===== config.mk =====
export PLATFORM = sky130hd
export DESIGN_NAME = strict_priority_fifo_scheduler_unit
export DESIGN_NICKNAME = d
export VERILOG_FILES = /design/src/design/spfs_pkg.sv /design/src/design/spfs_ram.sv /design/src/design/strict_priority_fifo_scheduler_unit.sv
export SDC_FILE = /design/constraint.sdc
export NUM_CORES = 1
export LEC_CHECK = 0
export ABC_AREA = 1
export BUFFER_PORTS_ARGS = -buffer_cell sky130_fd_sc_hd__buf_2
export CORE_UTILIZATION = 40
export DETAILED_ROUTE_END_ITERATION = 12
export GPL_TIMING_DRIVEN = 0
export MAX_ROUTING_LAYER = met4
export PLACE_DENSITY_LB_ADDON = 0.12
export SETUP_SLACK_MARGIN = 0.3
export SYNTH_ARGS = -nofsm -noshare
export SYNTH_HDL_FRONTEND = slang
export SYNTH_HIERARCHICAL = 1
export SYNTH_SLANG_ARGS = --single-unit

===== constraint.sdc =====
create_clock -name aclk -period 3.2 [get_ports aclk]
set_clock_uncertainty 0.05 [all_clocks]
set_input_delay 0.48 -clock aclk [delete_from_list [all_inputs] [get_ports aclk]]
set_output_delay 0.48 -clock aclk [all_outputs]
set_load 0.05 [all_outputs]

===== src/design/spfs_pkg.sv =====
// Package for the strict-priority FIFO scheduler.
// Holds the default sizes, field widths, command codes and result status codes.
// No dependencies.
package spfs_pkg;

    // Default sizes for the top-level parameters.
    localparam int QUEUE_DEPTH_DEFAULT = 8;
    localparam int LEVELS_DEFAULT      = 4;
    localparam int ID_WIDTH_DEFAULT    = 16;

    // Widths of the stream fields.
    localparam int JOB_ID_W    = 16;
    localparam int PRIORITY_W  = 2;
    localparam int CMD_W       = 1;
    localparam int STATUS_W    = 2;
    localparam int TDATA_W     = 24;
    localparam int TDATA_PAD_W = TDATA_W - JOB_ID_W - PRIORITY_W;

    // Request kinds carried in s_tuser.
    localparam logic [CMD_W-1:0] CMD_ENQUEUE = 1'b0;
    localparam logic [CMD_W-1:0] CMD_DEQUEUE = 1'b1;

    // Result status carried in m_tuser.
    typedef enum logic [STATUS_W-1:0] {
        ST_ENQUEUED = 2'd0,
        ST_DEQUEUED = 2'd1,
        ST_EMPTY    = 2'd2,
        ST_FULL     = 2'd3
    } status_t;

endpackage


===== src/design/spfs_ram.sv =====
// Generic single-port-write, single-port-read RAM with a registered read.
// Used for the job id slots of all priority queues. No dependencies.
module spfs_ram #(
    parameter int WIDTH = 16,
    parameter int DEPTH = 32
) (
    input  logic                                  aclk,
    input  logic                                  we,
    input  logic [(DEPTH > 1 ? $clog2(DEPTH) : 1)-1:0] waddr,
    input  logic [WIDTH-1:0]                      wdata,
    input  logic                                  re,
    input  logic [(DEPTH > 1 ? $clog2(DEPTH) : 1)-1:0] raddr,
    output logic [WIDTH-1:0]                      rdata
);

    logic [WIDTH-1:0] mem [DEPTH];
    logic [WIDTH-1:0] rdata_reg;

    // Write port.
    always_ff @(posedge aclk) begin
        if (we) begin
            mem[waddr] <= wdata;
        end
    end

    // Read port; the data holds until the next read.
    always_ff @(posedge aclk) begin
        if (re) begin
            rdata_reg <= mem[raddr];
        end
    end

    assign rdata = rdata_reg;

endmodule


===== src/design/strict_priority_fifo_scheduler_unit.sv =====
// Strict-priority scheduler: one FIFO of job ids per priority level.
// A request passes the middle stage and the result register before m_tvalid shows it.
// One request per cycle while m_tready allows; one RAM read port serves the dequeue.
// Reset (aresetn low, synchronous) empties all queues and clears the pipeline valids.
// The slot RAM itself is not cleared; occupancy guards every read.
// Depends on spfs_pkg and spfs_ram.
module strict_priority_fifo_scheduler_unit #(
    parameter int QUEUE_DEPTH = spfs_pkg::QUEUE_DEPTH_DEFAULT,
    parameter int LEVELS      = spfs_pkg::LEVELS_DEFAULT,
    parameter int ID_WIDTH    = spfs_pkg::ID_WIDTH_DEFAULT
) (
    input  logic                         aclk,
    input  logic                         aresetn,
    // Request channel.
    input  logic                         s_tvalid,
    output logic                         s_tready,
    input  logic [spfs_pkg::TDATA_W-1:0] s_tdata,   // [15:0] job_id, [17:16] priority_req
    input  logic [spfs_pkg::CMD_W-1:0]   s_tuser,   // [0] cmd
    // Result channel.
    output logic                         m_tvalid,
    input  logic                         m_tready,
    output logic [spfs_pkg::TDATA_W-1:0] m_tdata,   // [15:0] out_job_id, [17:16] out_priority
    output logic [spfs_pkg::STATUS_W-1:0] m_tuser   // [1:0] status
);

    localparam int PTR_W  = (QUEUE_DEPTH > 1) ? $clog2(QUEUE_DEPTH) : 1;
    localparam int CNT_W  = $clog2(QUEUE_DEPTH + 1);
    localparam int LVL_W  = $clog2(LEVELS);
    localparam int SLOTS  = LEVELS * QUEUE_DEPTH;
    localparam int ADDR_W = $clog2(SLOTS);

    // Queue state.
    logic [PTR_W-1:0] rd_ptr_reg [LEVELS];
    logic [PTR_W-1:0] rd_ptr_next [LEVELS];
    logic [PTR_W-1:0] wr_ptr_reg [LEVELS];
    logic [PTR_W-1:0] wr_ptr_next [LEVELS];
    logic [CNT_W-1:0] occ_reg [LEVELS];
    logic [CNT_W-1:0] occ_next [LEVELS];

    // Stage between request and result.
    logic                s1_valid_reg;
    logic                s1_valid_next;
    spfs_pkg::status_t   s1_status_reg;
    spfs_pkg::status_t   s1_status_next;
    logic [LVL_W-1:0]    s1_lvl_reg;
    logic [LVL_W-1:0]    s1_lvl_next;

    // Result register.
    logic                         m_valid_reg;
    logic                         m_valid_next;
    logic [spfs_pkg::TDATA_W-1:0] m_data_reg;
    logic [spfs_pkg::TDATA_W-1:0] m_data_next;
    spfs_pkg::status_t            m_status_reg;
    spfs_pkg::status_t            m_status_next;

    // Request decode.
    logic                             accept;
    logic                             is_enq;
    logic                             is_deq;
    logic [spfs_pkg::CMD_W-1:0]       in_cmd;
    logic [spfs_pkg::JOB_ID_W-1:0]    in_job_id;
    logic [spfs_pkg::PRIORITY_W-1:0]  in_pri;
    logic                             s1_advance;

    // Per-level control.
    logic [LEVELS-1:0] push;
    logic [LEVELS-1:0] pop;
    logic              sel_found;
    logic [LVL_W-1:0]  sel_lvl;

    // RAM port signals.
    logic                ram_we;
    logic                ram_re;
    logic [ADDR_W-1:0]   ram_waddr;
    logic [ADDR_W-1:0]   ram_raddr;
    logic [ID_WIDTH-1:0] ram_wdata;
    logic [ID_WIDTH-1:0] ram_rdata;
    logic [31:0]         id_in_ext;
    logic [31:0]         id_out_ext;
    logic [31:0]         lvl_ext;

    // Handshake: the middle stage moves on whenever the result register is free.
    assign s1_advance = !m_valid_reg || m_tready;
    assign s_tready   = !s1_valid_reg || s1_advance;
    assign accept     = s_tvalid && s_tready;

    assign in_cmd    = s_tuser;
    assign in_job_id = s_tdata[spfs_pkg::JOB_ID_W-1:0];
    assign in_pri    = s_tdata[spfs_pkg::JOB_ID_W +: spfs_pkg::PRIORITY_W];
    assign is_enq    = accept && (in_cmd == spfs_pkg::CMD_ENQUEUE);
    assign is_deq    = accept && (in_cmd == spfs_pkg::CMD_DEQUEUE);

    // Highest non-empty level; later levels override lower ones.
    always_comb begin
        sel_found = 1'b0;
        sel_lvl   = '0;
        for (int i = 0; i < LEVELS; i++) begin
            if (occ_reg[i] != '0) begin
                sel_found = 1'b1;
                sel_lvl   = LVL_W'(i);
            end
        end
    end

    // Per-level push, pop, pointer and count updates, plus RAM addresses.
    always_comb begin
        ram_waddr = '0;
        ram_raddr = '0;
        for (int i = 0; i < LEVELS; i++) begin
            push[i] = is_enq && (int'(in_pri) == i) && (occ_reg[i] != CNT_W'(QUEUE_DEPTH));
            pop[i]  = is_deq && sel_found && (sel_lvl == LVL_W'(i));

            if (push[i]) begin
                ram_waddr = ram_waddr | ADDR_W'(i * QUEUE_DEPTH + int'(wr_ptr_reg[i]));
            end
            if (pop[i]) begin
                ram_raddr = ram_raddr | ADDR_W'(i * QUEUE_DEPTH + int'(rd_ptr_reg[i]));
            end

            wr_ptr_next[i] = wr_ptr_reg[i];
            if (push[i]) begin
                wr_ptr_next[i] = (wr_ptr_reg[i] == PTR_W'(QUEUE_DEPTH - 1)) ?
                                 '0 : wr_ptr_reg[i] + 1'b1;
            end
            rd_ptr_next[i] = rd_ptr_reg[i];
            if (pop[i]) begin
                rd_ptr_next[i] = (rd_ptr_reg[i] == PTR_W'(QUEUE_DEPTH - 1)) ?
                                 '0 : rd_ptr_reg[i] + 1'b1;
            end

            occ_next[i] = occ_reg[i];
            if (push[i]) begin
                occ_next[i] = occ_reg[i] + 1'b1;
            end else if (pop[i]) begin
                occ_next[i] = occ_reg[i] - 1'b1;
            end
        end
    end

    assign ram_we    = |push;
    assign ram_re    = |pop;
    assign id_in_ext = 32'(in_job_id);
    assign ram_wdata = id_in_ext[ID_WIDTH-1:0];

    // Status and level for the middle stage.
    always_comb begin
        s1_valid_next  = s1_valid_reg;
        s1_status_next = s1_status_reg;
        s1_lvl_next    = s1_lvl_reg;
        if (s_tready) begin
            s1_valid_next = accept;
            s1_lvl_next   = sel_lvl;
            if (in_cmd == spfs_pkg::CMD_ENQUEUE) begin
                s1_status_next = (|push) ? spfs_pkg::ST_ENQUEUED : spfs_pkg::ST_FULL;
            end else begin
                s1_status_next = sel_found ? spfs_pkg::ST_DEQUEUED : spfs_pkg::ST_EMPTY;
            end
        end
    end

    // Result assembly; only a successful dequeue carries an id and a level.
    assign id_out_ext = 32'(ram_rdata);
    assign lvl_ext    = 32'(s1_lvl_reg);

    always_comb begin
        m_valid_next  = m_valid_reg;
        m_data_next   = m_data_reg;
        m_status_next = m_status_reg;
        if (s1_advance) begin
            m_valid_next  = s1_valid_reg;
            m_status_next = s1_status_reg;
            if (s1_status_reg == spfs_pkg::ST_DEQUEUED) begin
                m_data_next = {{spfs_pkg::TDATA_PAD_W{1'b0}},
                               lvl_ext[spfs_pkg::PRIORITY_W-1:0],
                               id_out_ext[spfs_pkg::JOB_ID_W-1:0]};
            end else begin
                m_data_next = '0;
            end
        end
    end

    // Control registers.
    always_ff @(posedge aclk) begin
        if (!aresetn) begin
            s1_valid_reg <= 1'b0;
            m_valid_reg  <= 1'b0;
            for (int i = 0; i < LEVELS; i++) begin
                rd_ptr_reg[i] <= '0;
                wr_ptr_reg[i] <= '0;
                occ_reg[i]    <= '0;
            end
        end else begin
            s1_valid_reg <= s1_valid_next;
            m_valid_reg  <= m_valid_next;
            for (int i = 0; i < LEVELS; i++) begin
                rd_ptr_reg[i] <= rd_ptr_next[i];
                wr_ptr_reg[i] <= wr_ptr_next[i];
                occ_reg[i]    <= occ_next[i];
            end
        end
    end

    // Payload registers.
    always_ff @(posedge aclk) begin
        s1_status_reg <= s1_status_next;
        s1_lvl_reg    <= s1_lvl_next;
        m_data_reg    <= m_data_next;
        m_status_reg  <= m_status_next;
    end

    // Job id slots of all levels, level-major.
    spfs_ram #(
        .WIDTH (ID_WIDTH),
        .DEPTH (SLOTS)
    ) u_slots (
        .aclk  (aclk),
        .we    (ram_we),
        .waddr (ram_waddr),
        .wdata (ram_wdata),
        .re    (ram_re),
        .raddr (ram_raddr),
        .rdata (ram_rdata)
    );

    assign m_tvalid = m_valid_reg;
    assign m_tdata  = m_data_reg;
    assign m_tuser  = m_status_reg;

endmodule


; Yosys cells after proc, flatten, opt, wreduce, memory -nomap -nowiden
; Memory sizes are Yosys's and may differ from the RTL's. A register that Yosys moved wholly into a read port is not among the register bits.
; Index checks and enable logic that the tools add are counted.
[word_totals]
regBits = 32
ramBits = 552
wordCells = 157
mem_count = 4
[mem_list]
columns = name, depth, word_bits, rd, rd_ports_with_merged_regs, write_ports, line_no
row1 = u_slots.mem, 32, 16, 1, 1, 1, spfs_ram.sv:16  ; logic [WIDTH-1:0] mem [DEPTH];
row2 = occ_reg, 4, 4, 4, 0, 4, strict_priority_fifo_scheduler_unit.sv:37  ; logic [CNT_W-1:0] occ_reg [LEVELS];
row3 = rd_ptr_reg, 4, 3, 4, 0, 4, strict_priority_fifo_scheduler_unit.sv:33  ; logic [PTR_W-1:0] rd_ptr_reg [LEVELS];
row4 = wr_ptr_reg, 4, 3, 4, 0, 4, strict_priority_fifo_scheduler_unit.sv:35  ; logic [PTR_W-1:0] wr_ptr_reg [LEVELS];
[classes]
addsub = 22
n_eq_ne = 19
n_mux = 58
bitwise_logic = 19
reduce_logical = 28
[ops]
columns = operator, n
row1 = $mux W3, 26
row2 = $mux W4, 12
row3 = $mux W5, 6
row4 = $or A5 B5 Y5, 6
row5 = $add A3 B1 Y3 const B, 8
row6 = $eq A3 B3 Y1 const B, 8
row7 = $add A5 B3 Y5 const A, 4
row8 = $add A4 B1 Y4 const B, 4
row9 = $logic_and A1 B1 Y1, 16
row10 = $ne A4 B4 Y1 const B, 4
row11 = $reduce_bool A4 Y1, 4
row12 = $sub A4 B1 Y4 const B, 4
row13 = $or A1 B1 Y1, 12
row14 = $add A4 B3 Y5 const A, 2
row15 = $mux W2, 5
row16 = $mux W1, 9
row17 = $eq A2 B2 Y1 const B, 4
row18 = $reduce_or A4 Y1, 2
row19 = $eq A2 B1 Y1 const B, 3
row20 = $logic_not A2 Y1, 2
row21 = $logic_not A1 Y1, 2
row22 = $logic_or A1 B1 Y1, 2
row23 = $not A1 Y1, 1

; Depth between registers and ports, before layout
; An unclocked memory read counts as a cell.
[depth]
depth_word = 15
ltp_mapped = 22
mapped_depth_nobuf = 19

; By module
; Netlist, hierarchy kept.
[modules_own_cells]
columns = module, n_inst, cells_each, area_per_inst_um2, seq_area_each_um2
row1 = spfs_ram, 1, 1794, 21415.5, 15855.2
row2 = strict_priority_fifo_scheduler_unit, 1, 433, 3499.6, 1561.5

; Worst setup path before layout
; No wires, ideal clock.
[synth_timing]
path_type = register to register
from = reg m_valid_reg (netlist: m_tvalid)
to = mem u_slots.mem[0][0], enable pin
setup_ns = 0.388
arrival_time_ns = 3.108
required_ns = 2.762
setup_slack_ns = -0.346
stages_incl_launch_ff = 9
n_path_buf = 0
cell_sequence = dfxtp_1 nand3_2 nand3_2 inv_2 nand2_2 nor2_1 or3_1 nand3b_1 nor2_1
[synth_via]
elab_chain_cells = 14
elab_cells_between_ends = 23
cone_classes = mux: 6 / bitwise: 3 / reduce/logical: 14
[synth_rtl]
columns = item, line_no
row1 = "start, declared", strict_priority_fifo_scheduler_unit.sv:49  ; logic m_valid_reg;
row2 = "start signal, assigned", strict_priority_fifo_scheduler_unit.sv:194  ; m_valid_reg <= m_valid_next;
row3 = $logic_not A1 Y1 *, strict_priority_fifo_scheduler_unit.sv:83  ; assign s1_advance = !m_valid_reg || m_tready;
row4 = $logic_or A1 B1 Y1 *, strict_priority_fifo_scheduler_unit.sv:83
row5 = $logic_or A1 B1 Y1 *, strict_priority_fifo_scheduler_unit.sv:84  ; assign s_tready = !s1_valid_reg || s1_advance;
row6 = net s_tready, strict_priority_fifo_scheduler_unit.sv:16  ; output logic s_tready,
row7 = $logic_and A1 B1 Y1 *, strict_priority_fifo_scheduler_unit.sv:85  ; assign accept = s_tvalid && s_tready;
row8 = $logic_and A1 B1 Y1 *, strict_priority_fifo_scheduler_unit.sv:90  ; assign is_enq = accept && (in_cmd == spfs_pkg::CMD_ENQUEUE);
row9 = $logic_and A1 B1 Y1 (2 in series), strict_priority_fifo_scheduler_unit.sv:110  ; push[i] = is_enq && (int'(in_pri) == i) && (occ_reg[i] != CNT_W'(QUEUE_DEPTH));
row10 = $mux W3, strict_priority_fifo_scheduler_unit.sv:113  ; if (push[i]) begin
row11 = $or A5 B5 Y5, strict_priority_fifo_scheduler_unit.sv:114  ; ram_waddr = ram_waddr | ADDR_W'(i * QUEUE_DEPTH + int'(wr_ptr_reg[i]));
row12 = $mux W5, strict_priority_fifo_scheduler_unit.sv:113
row13 = $or A5 B5 Y5, strict_priority_fifo_scheduler_unit.sv:114
row14 = $mux W5, strict_priority_fifo_scheduler_unit.sv:113
row15 = $or A5 B5 Y5, strict_priority_fifo_scheduler_unit.sv:114
row16 = $mux W5 *, strict_priority_fifo_scheduler_unit.sv:113
row17 = net ram_waddr[0], strict_priority_fifo_scheduler_unit.sv:74  ; logic [ADDR_W-1:0] ram_waddr;
row18 = "end, declared", spfs_ram.sv:16
; Mark *: on every way through the listed nets, which the timed path passes. The rest lies on a longest branch.

==> qor.txt <==
Placed cell count -> 3117
P per Cell Area -> 584 mW/mm^2
Die H -> 252 microns
TritonCTS clock tree -> yes
Post-DP HPWL -> 47400 microns
Slowest-stage cell, CP -> dfxtp_4
RSZ-0062 raised after global routing -> yes
Cell mode on critical path -> nand2_1
Status -> finished, final reports clean
Total grt overflow -> 0
Antenna violations before repair -> 0
Number of synthesis warnings -> 6
CTS Buf Count -> 67
Least-Margin Pin Slew -> 0.926 ns
DR vias/cell -> 5.22
Final Non-Filler Cells -> 3298
DR iter-0 viols -> 1825
Remaining antenna violation count -> 0
Ys flop type -> edfxtp_1
DIE AREA -> 0.0633 sq mm
Slew HR -> 0.383
Sum of negative setup slack -> 0 ns
Clock Root Buffer -> clkbuf_16
Routed length per instance -> 22.4 microns
# clock sinks -> 594
Core area -> 0.0616 sq mm
Buffer depth of the longest clock path -> 3
Number of max-cap violations -> 0
Clk_lat worst skew -> 0.59 ns
Post-DP Area -> 0.0265 sq mm
Clock H-tree levels -> 3
Async SR Flop Fraction -> 0
Met3 Use GR -> 0.0390
Post-route minimum period -> 2.89 ns
Largest net degree at the start of global routing -> 33
Kind of critical path -> reg -> reg
Die Wd -> 252 microns
FF-to-FF setup slack -> 0.31 ns
Post-layout worst setup margin -> 0.311 ns
Max rail drop VDD -> 0.333 mV
Final wirelength -> 74000 microns
Gp weighted congestion -> 0.948
Critical Path End Type -> register
Power Total -> 17.7 mW
Met2 Usage GRT -> 0.367
Most used routing layer -> met2
CP delay by family, top -> simple AND/OR/NAND/NOR gates
Finished Core Util -> 0.493
Final Hold Slack -> 0.171 ns
Worst Path Arrival -> 3.17 ns
Most flop-heavy register -> u_slots/mem
Number of flip-flops in the largest register -> 512
Most common cell after layout, fill and taps aside -> nand2_1
Worst-path clk slew -> 0.06 ns
# DRC -> 0
Pre-CTS setup slack -> -0.697 ns
Crit Path Max Fanout -> 10
Area growth, synth to finish -> 21.8%
Fin nets -> 2469
Hold Vio Cnt, Final -> 0
Min-delay worst type -> in -> reg
Mapped Cells -> 2227
Static leakage -> 11.5 nW
Worst path required time -> 3.48 ns
Share of cells above drive strength 1 -> 0.207
Vias -> 17200
Crit share post-route -> 0.903
Mapped cell area -> 0.0249 sq mm
Fmax achieved -> 346 MHz
Starting density of the core -> 0.404
Worst path bufs/invs -> 7
GRT Resource Usage Total -> 0.241
Vias in the first global route -> 16300
Global-route wire length before repair -> 107000 microns
Count of final setup violators -> 0
Post-route cell area -> 0.0303 sq mm
Met1 usage -> 0.330
I/O pins -> 57
Post-synth EDFFs -> 552
Cts hold-fix bufs -> 0
Largest stage delay, worst path -> 0.36 ns
Cell variety after synth -> 37
Slew Viols, Final -> 0
1st-pass router iterations -> 5
Synth Register Bits -> 594
Sequential area share after synthesis -> 0.699
Rows -> 91
Worst setup SP type -> register
CP cell instances -> nor2_4 -> nand2_4 -> nor2_4 -> buf_6 -> buf_4 -> nand2_1 -> inv_2 -> nand2_1 -> nand3b_1 -> buf_6 -> inv_8 -> clkbuf_16 -> buf_6 -> nand2_1 -> nand3_1 -> nand3_1 -> nand2_1 -> nand2_1 -> nand2_1 -> nand2_2 -> nand2_2
Most frequent cells in the layout -> 735 x nand2_1, 552 x edfxtp_1, 344 x nand3_1
Mean Syn Cell Area -> 11.2 sq um
PortBufs -> 44
==> cell usage after synthesis, types with 13 or more instances <==
master / number / area (sq um)
clkbuf_1: 20 / 75.1
o21ai_0: 19 / 95.1
nand3_1: 412 / 2060
buf_6: 30 / 338
nor2_1: 119 / 447
buf_2: 52 / 260
dfxtp_1: 42 / 841
nand2_1: 786 / 2950
ha_1: 24 / 300
buf_4: 13 / 97.6
inv_1: 67 / 251
a21oi_1: 37 / 185
edfxtp_1: 552 / 16600
==> metal layers <==
metal  part of all wire  vias to the layer above
met5                  0                        -
met4              0.028                        0
met3              0.074                      105
met2               0.46                      569
met1               0.44                     8498
li1                   -                     8046
==> final timing paths <==
| check | from | to | cells after the start |
|---|---|---|---|
| max | occ_reg[3][1]$_SDFFE_PN0P_ | u_slots/rdata[11]$_DFFE_PP_ | 21 |
| max reg2reg | occ_reg[3][1]$_SDFFE_PN0P_ | u_slots/rdata[11]$_DFFE_PP_ | 21 |
| min | aresetn | wr_ptr_reg[1][0]$_SDFFE_PN0P_ | 3 |
| min reg2reg | s1_status_reg[0]$_DFFE_PN_ | m_tuser[0]$_DFFE_PP_ | 0 |
==> worst min-delay path, stage by stage <==
cell and delay (ns):
buf_2 0.15, o21ai_0 0.09, a21oi_1 0.04
==> what timing repair did <==
action / CTS / global route
setup buffers: 46 / 15
gates cloned: 0 / 2
hold endpoints to repair: 0 / 0
gates resized for setup: 87 / 216
pin swaps: 30 / 36
setup endpoints to repair: 526 / 433
==> cell type report <==
cell class | count | area (sq um)
Buffer | 119 | 1080
Clock inverter | 27 | 235
Multi-Input combinational cell | 1445 | 7290
Sequential cell | 594 | 17400
Tap cell | 837 | 1050
Inverter | 74 | 300
Timing Repair Buffer | 111 | 1140
Antenna cell | 2 | 5.00
Fill cell | 5425 | 31200
Clock buffer | 89 | 1810
==> cells by family (layout without fill, tap and decap cells) <==
| logic type | Yosys count | in the layout | synth area share |
|---|---|---|---|
| and+or+nand+nor | 1348 | 1348 | 0.229 |
| DFF | 594 | 594 | 0.699 |
| buffers and inverters | 193 | 420 | 0.0428 |
| AOI/OAI and AO/OA | 58 | 58 | 0.0118 |
| adders and majority gates | 28 | 28 | 0.0153 |
| xor gates and xnor gates | 5 | 5 | 0.00176 |
| other | 1 | 8 | 0.000151 |
==> report_power, final <==
part	switching [mW]	total, mW	leakage, nW	internal (mW)
registers	0.0713	8.76	5.37	8.69
logic	1.21	1.66	5.10	0.451
clock network	3.00	7.29	0.997	4.29
total	4.29	17.7	11.5	13.4
(Power assumes the default switching activity.)
